<file path="src/design/ypc_pkg.sv">
// Shared types, constants and helper functions for the yaw/pitch camera pose block.
// Depends on nothing; used by ypc_cordic, ypc_mul and yaw_pitch_camera_pose_top.
`default_nettype none
package ypc_pkg;

	localparam int VW = 52;	// CORDIC x/y datapath width
	localparam int ZW = 34;	// CORDIC angle accumulator width
	localparam int TW = 36;	// trig value and multiplier operand width

	localparam logic [2:0] CMD_SET_POS  = 3'd0;
	localparam logic [2:0] CMD_SET_TGT  = 3'd1;
	localparam logic [2:0] CMD_MOVE_FWD = 3'd2;
	localparam logic [2:0] CMD_MOVE_RGT = 3'd3;
	localparam logic [2:0] CMD_MOVE_UP  = 3'd4;
	localparam logic [2:0] CMD_ROTATE   = 3'd5;

	localparam logic signed [ZW-1:0] QUARTER_Z   = 34'sd1073741824;
	localparam logic signed [ZW-1:0] HALF_Z      = 34'sd2147483648;
	localparam logic signed [32:0]   PITCH_LIMIT = 33'sd1066906172;
	localparam logic [31:0]          PITCH_UP    = 32'h4000_0000;
	localparam logic [31:0]          PITCH_DOWN  = 32'hC000_0000;
	localparam logic signed [TW-1:0] CORDIC_GAIN = 36'sd652032874;

	typedef struct packed {
		logic [2:0]         command;
		logic signed [31:0] coord_x;
		logic signed [31:0] coord_y;
		logic signed [31:0] coord_z;
		logic signed [31:0] distance;
		logic signed [31:0] yaw_delta;
		logic signed [31:0] pitch_delta;
	} ypc_in_t;

	typedef struct packed {
		logic signed [31:0] out_pos_x;
		logic signed [31:0] out_pos_y;
		logic signed [31:0] out_pos_z;
		logic [31:0]        out_yaw;
		logic signed [31:0] out_pitch;
		logic signed [15:0] forward_x;
		logic signed [15:0] forward_y;
		logic signed [15:0] forward_z;
	} ypc_out_t;

	typedef struct packed {
		logic start;
		logic vec_mode;	// 1: vectoring (angle of x,y), 0: rotation (sin/cos)
	} ypc_cordic_req_t;

	// atan(2^-i) in binary angle units, 2^32 per turn
	function automatic logic [29:0] atan_lut(input logic [4:0] idx);
		logic [29:0] r;
		case (idx)
			5'd0:  r = 30'd536870912;
			5'd1:  r = 30'd316933406;
			5'd2:  r = 30'd167458907;
			5'd3:  r = 30'd85004756;
			5'd4:  r = 30'd42667331;
			5'd5:  r = 30'd21354465;
			5'd6:  r = 30'd10679838;
			5'd7:  r = 30'd5340245;
			5'd8:  r = 30'd2670163;
			5'd9:  r = 30'd1335087;
			5'd10: r = 30'd667544;
			5'd11: r = 30'd333772;
			5'd12: r = 30'd166886;
			5'd13: r = 30'd83443;
			5'd14: r = 30'd41722;
			5'd15: r = 30'd20861;
			5'd16: r = 30'd10430;
			5'd17: r = 30'd5215;
			5'd18: r = 30'd2608;
			5'd19: r = 30'd1304;
			5'd20: r = 30'd652;
			5'd21: r = 30'd326;
			5'd22: r = 30'd163;
			5'd23: r = 30'd81;
			5'd24: r = 30'd41;
			5'd25: r = 30'd20;
			5'd26: r = 30'd10;
			5'd27: r = 30'd5;
			5'd28: r = 30'd3;
			5'd29: r = 30'd1;
			default: r = 30'd0;
		endcase
		return r;
	endfunction

	function automatic logic signed [31:0] sat32(input logic signed [33:0] v);
		logic signed [31:0] r;
		if (v > 34'sd2147483647)
			r = 32'sh7FFF_FFFF;
		else if (v < -34'sd2147483648)
			r = 32'sh8000_0000;
		else
			r = v[31:0];
		return r;
	endfunction

	// Q2.30 to Q2.14, round half up, clamp to +-1.0
	function automatic logic signed [15:0] to_q14(input logic signed [TW-1:0] v);
		logic signed [TW:0] s;
		logic signed [15:0] r;
		s = ($signed({v[TW-1], v}) + 37'sd32768) >>> 16;
		if (s > 37'sd16384)
			r = 16'sd16384;
		else if (s < -37'sd16384)
			r = -16'sd16384;
		else
			r = s[15:0];
		return r;
	endfunction

endpackage
`default_nettype wire

</file>
<file path="src/design/ypc_mul.sv">
// Shared signed multiplier with a registered product.
// Depends on ypc_pkg for the operand width.
`default_nettype none
module ypc_mul (
	input  wire logic                                clk,
	input  wire logic signed [ypc_pkg::TW-1:0]       a,
	input  wire logic signed [ypc_pkg::TW-1:0]       b,
	output logic signed      [2*ypc_pkg::TW-1:0]     p_q
);
	always_ff @(posedge clk) begin
		p_q <= a * b;
	end
endmodule
`default_nettype wire

</file>
<file path="config.mk">
export PLATFORM = sky130hd
export DESIGN_NAME = ypc_mul
export DESIGN_NICKNAME = d
export VERILOG_FILES = /design/src/design/ypc_pkg.sv /design/src/design/ypc_mul.sv
export SDC_FILE = /design/constraint.sdc
export NUM_CORES = 2
export LEC_CHECK = 0
export BUFFER_PORTS_ARGS = -buffer_cell sky130_fd_sc_hd__buf_2
export CORE_MARGIN = 10
export CORE_UTILIZATION = 49
export CTS_BUF_LIST = sky130_fd_sc_hd__clkbuf_8
export DETAILED_ROUTE_END_ITERATION = 8
export GPL_ROUTABILITY_DRIVEN = 0
export MAX_ROUTING_LAYER = met4
export PLACE_DENSITY = 0.68
export SLEW_MARGIN = 30
export SYNTH_ARGS = -nofsm -noshare
export SYNTH_HDL_FRONTEND = slang
export SYNTH_SLANG_ARGS = --single-unit
</file>
<file path="constraint.sdc">
create_clock -name clk -period 8 [get_ports clk]
set_input_delay 0.8 -clock clk [delete_from_list [all_inputs] [get_ports clk]]
set_output_delay 0.8 -clock clk [all_outputs]
set_load 0.03 [all_outputs]
</file>
==> impl_results.md <==
- Width of the die: 331 um
- DP Worst Slack: -0.729 ns
- CP Max Fanout: 10
- Top post-synthesis cells by area: fa_1 58%, inv_1 11%, and2_1 7.4%, nand2_1 6.0%, ha_1 5.8%
- Post-detail-place hpwl: 119000 um
- # placed instances: 6751
- Yosys warnings: 0
- CP startpoint: a[24]
- Gate Count Post-Synth: 5104
- Fin crit share: 98.9%
- Clock tree buffer depth: 2
- Crit path max-delay family: adder cells
- Number of synthesized flops with an enable pin: 0
- CTS tree: yes
- Fill cell count: 8648
- Max-slew violations: 0
- Post-Synth XOR/XNOR Area: 1.48%
- Biggest regs: p_q x72
- Port Buffer Count: 144
- CTS clk-pin slew, worst paths: 0.10 ns
- Total wire length: 131000 um
- Fin cells: 6775
- Worst setup path category: in -> reg
- Commonest non-fill, non-tap cell in the layout: fa_1
- Avg WL per Cell: 19.4 um
- Vias in the first global route: 37.9k
- Slew @ Worst Pin: 0.521 ns
- CTS buffer count: 9
- Setup_tns: 0 ns
- Register area: 0.00144 mm^2
- Cell Rows: 114
- # H-tree levels: 3
- Largest net degree at the start of global routing: 31
- Setup Viol. Count Final: 0
- Worst EP required: 8.38 ns
- Worst endpoint data arrival time: 8.29 ns
- Crit-path most repeated cell: fa_1
- Crit path launch type: input pin
- Number of buffer and inverter stages on the critical path: 7
- Primary FF master, synth: dfxtp_1
- Post-synth net total: 6775
- Area of the core: 0.0964 mm^2
- Number of antenna-violating nets in the routed design: 0
- Fmax: 126 MHz
- Cell taking the most area after synthesis: fa_1
- Slowest stage cell on the critical path: fa_2
- Total gr overflow: 0
- Synth Area in Compound Gates: 3.09%
- Most frequent cells in the layout: 1371 x fa_1, 1345 x inv_1, 760 x nand2_1
- Max Cap Viol: 0
- CP endpoint kind: register
- Root buf cell: clkbuf_8
- CP peak stage delay: 0.70 ns
- Largest register FFs: 72
- Count of cell types in the netlist: 65
- Mux contribution to synthesized area: 0.0448%
- Synth Area in Adders: 64.0%
- Area occupied by multi-input gates: 0.0400 mm^2
- Seq/Total Area, Yosys: 3.04%
- Layout Nets: 7158
- DR iter-0 viols: 2302
- Share of layout cells above drive strength 1: 13.4%
- Vias/cell: 5.11
- Post-route setup slack: 0.0907 ns
- Seq cells post-synth: 72
- Fraction of registers with async set/reset: 0%
- RSZ-0062 raised after global routing: yes
- Mapped cell area: 0.0474 mm^2
- Hold Violations, Final: 0
- Simple-Gate Fraction of Synth Area: 15.4%
- Initial antenna violation count: 8
- Die Height: 331 um
- Die area: 0.110 mm^2
- Hold Path Origin: b[0]
- Main combinational cell family by area after synthesis: adder cells
- # clock sinks: 72
- First-pass GRT wire length: 214000 um
- Biggest register: p_q
- Worst Hold Class: in -> reg
- Vias: 34.7k
- Drt first pass iters: 6
- DRC viols: 0
- Hold_buf cts: 0
- CP Capture Point: p_q[70]$_DFF_P_
- Min cycle time layout: 7.91 ns
- Layout area overhead: 12.3%
- Levels on crit path: 26
- Status: finished clean
- Initial Util: 49.2%
- Top-area cell type share of the netlist area: 58.2%
- GRT Util Overall: 26.0%
- Ports: 145
- Synth Area per Inst: 9.29 um^2
- Rel. slew slack: 64.7%
==> per-stage QoR <==
step | area [um^2] | util (%) | hold slack, ns
CTS | 53000 | 55.0 | 0.994
global placement | 52800 | 54.8 | 1.24
global route | 53300 | 55.3 | 0.926
detailed placement | 52800 | 54.8 | 1.24
floorplan | 47400 | - | 1.12
finish | 53300 | 55.3 | 0.946
==> cell type report <==
type | instances | area share [%]
Clock inverter | 6 | 0.117
Tap cell | 1276 | 3.00
Inverter | 1344 | 9.47
Sequential cell | 72 | 2.71
Timing Repair Buffer | 665 | 9.30
Multi-Input combinational cell | 3395 | 75.1
Clock buffer | 9 | 0.232
Antenna cell | 8 | 0.0376
==> how the worst min path moves through the flow <==
stage | endpoint | cells after the start
detailed placement | p_q[24] | 1
global route | p_q[0]$_DFF_P_ | 3
finish | p_q[0]$_DFF_P_ | 3
floorplan | p_q[0]$_DFF_P_ | 2
global placement | p_q[14] | 1
CTS | p_q[0]$_DFF_P_ | 3
==> layer usage <==
metal	vias to the layer above	track usage (%)	wire length [um]	share of wire (%)
met5	-	-	0	0
met4	0	8.10	4610	3.5
met3	219	4.18	9440	7.2
met2	1180	41.8	64900	49
met1	18100	33.6	52400	40
li1	15100	-	-	-
==> cells in the mapped netlist (4+ instances only) <==
master and number:
fa_1 1379, inv_1 1344, nand2_1 760, and2_1 559
clkbuf_1 287, ha_1 219, dfxtp_1 72, a21oi_1 69
xnor2_1 52, nor2_1 43, a21o_1 37, nor2b_1 36
o21ai_0 29, xor2_1 28, nand4_1 20, nand3_1 18
o21ai_1 15, nand2b_1 12, nor3_1 11, o21bai_1 10
a31oi_1 9, a211oi_1 8, and3_1 7, o21a_1 7
buf_2 5, or2_2 5, o211ai_1 4
==> tightest hold or removal path, cell delays in order <==
cell and delay (ns):
buf_4 0.19, buf_4 0.19, and2_1 0.16
==> repair_timing <==
item	4_1_cts	5_1_grt
resized for setup	7	59
setup endpoints to repair	6	24
pin swaps	0	6
buffers inserted	0	1
==> kinds of logic after synthesis <==
| group | count (synthesis) |
|---|---|
| AOI/OAI and AO/OA | 228 |
| xor gates and xnor gates | 80 |
| adders and majority gates | 1598 |
| buffers and inverters | 1637 |
| DFF | 72 |
| muxes | 2 |
| and+or+nand+nor | 1487 |
Power is left out: the tool's default activity adds up to more than one toggle a clock period on the data nets, which glitch-free logic cannot reach.
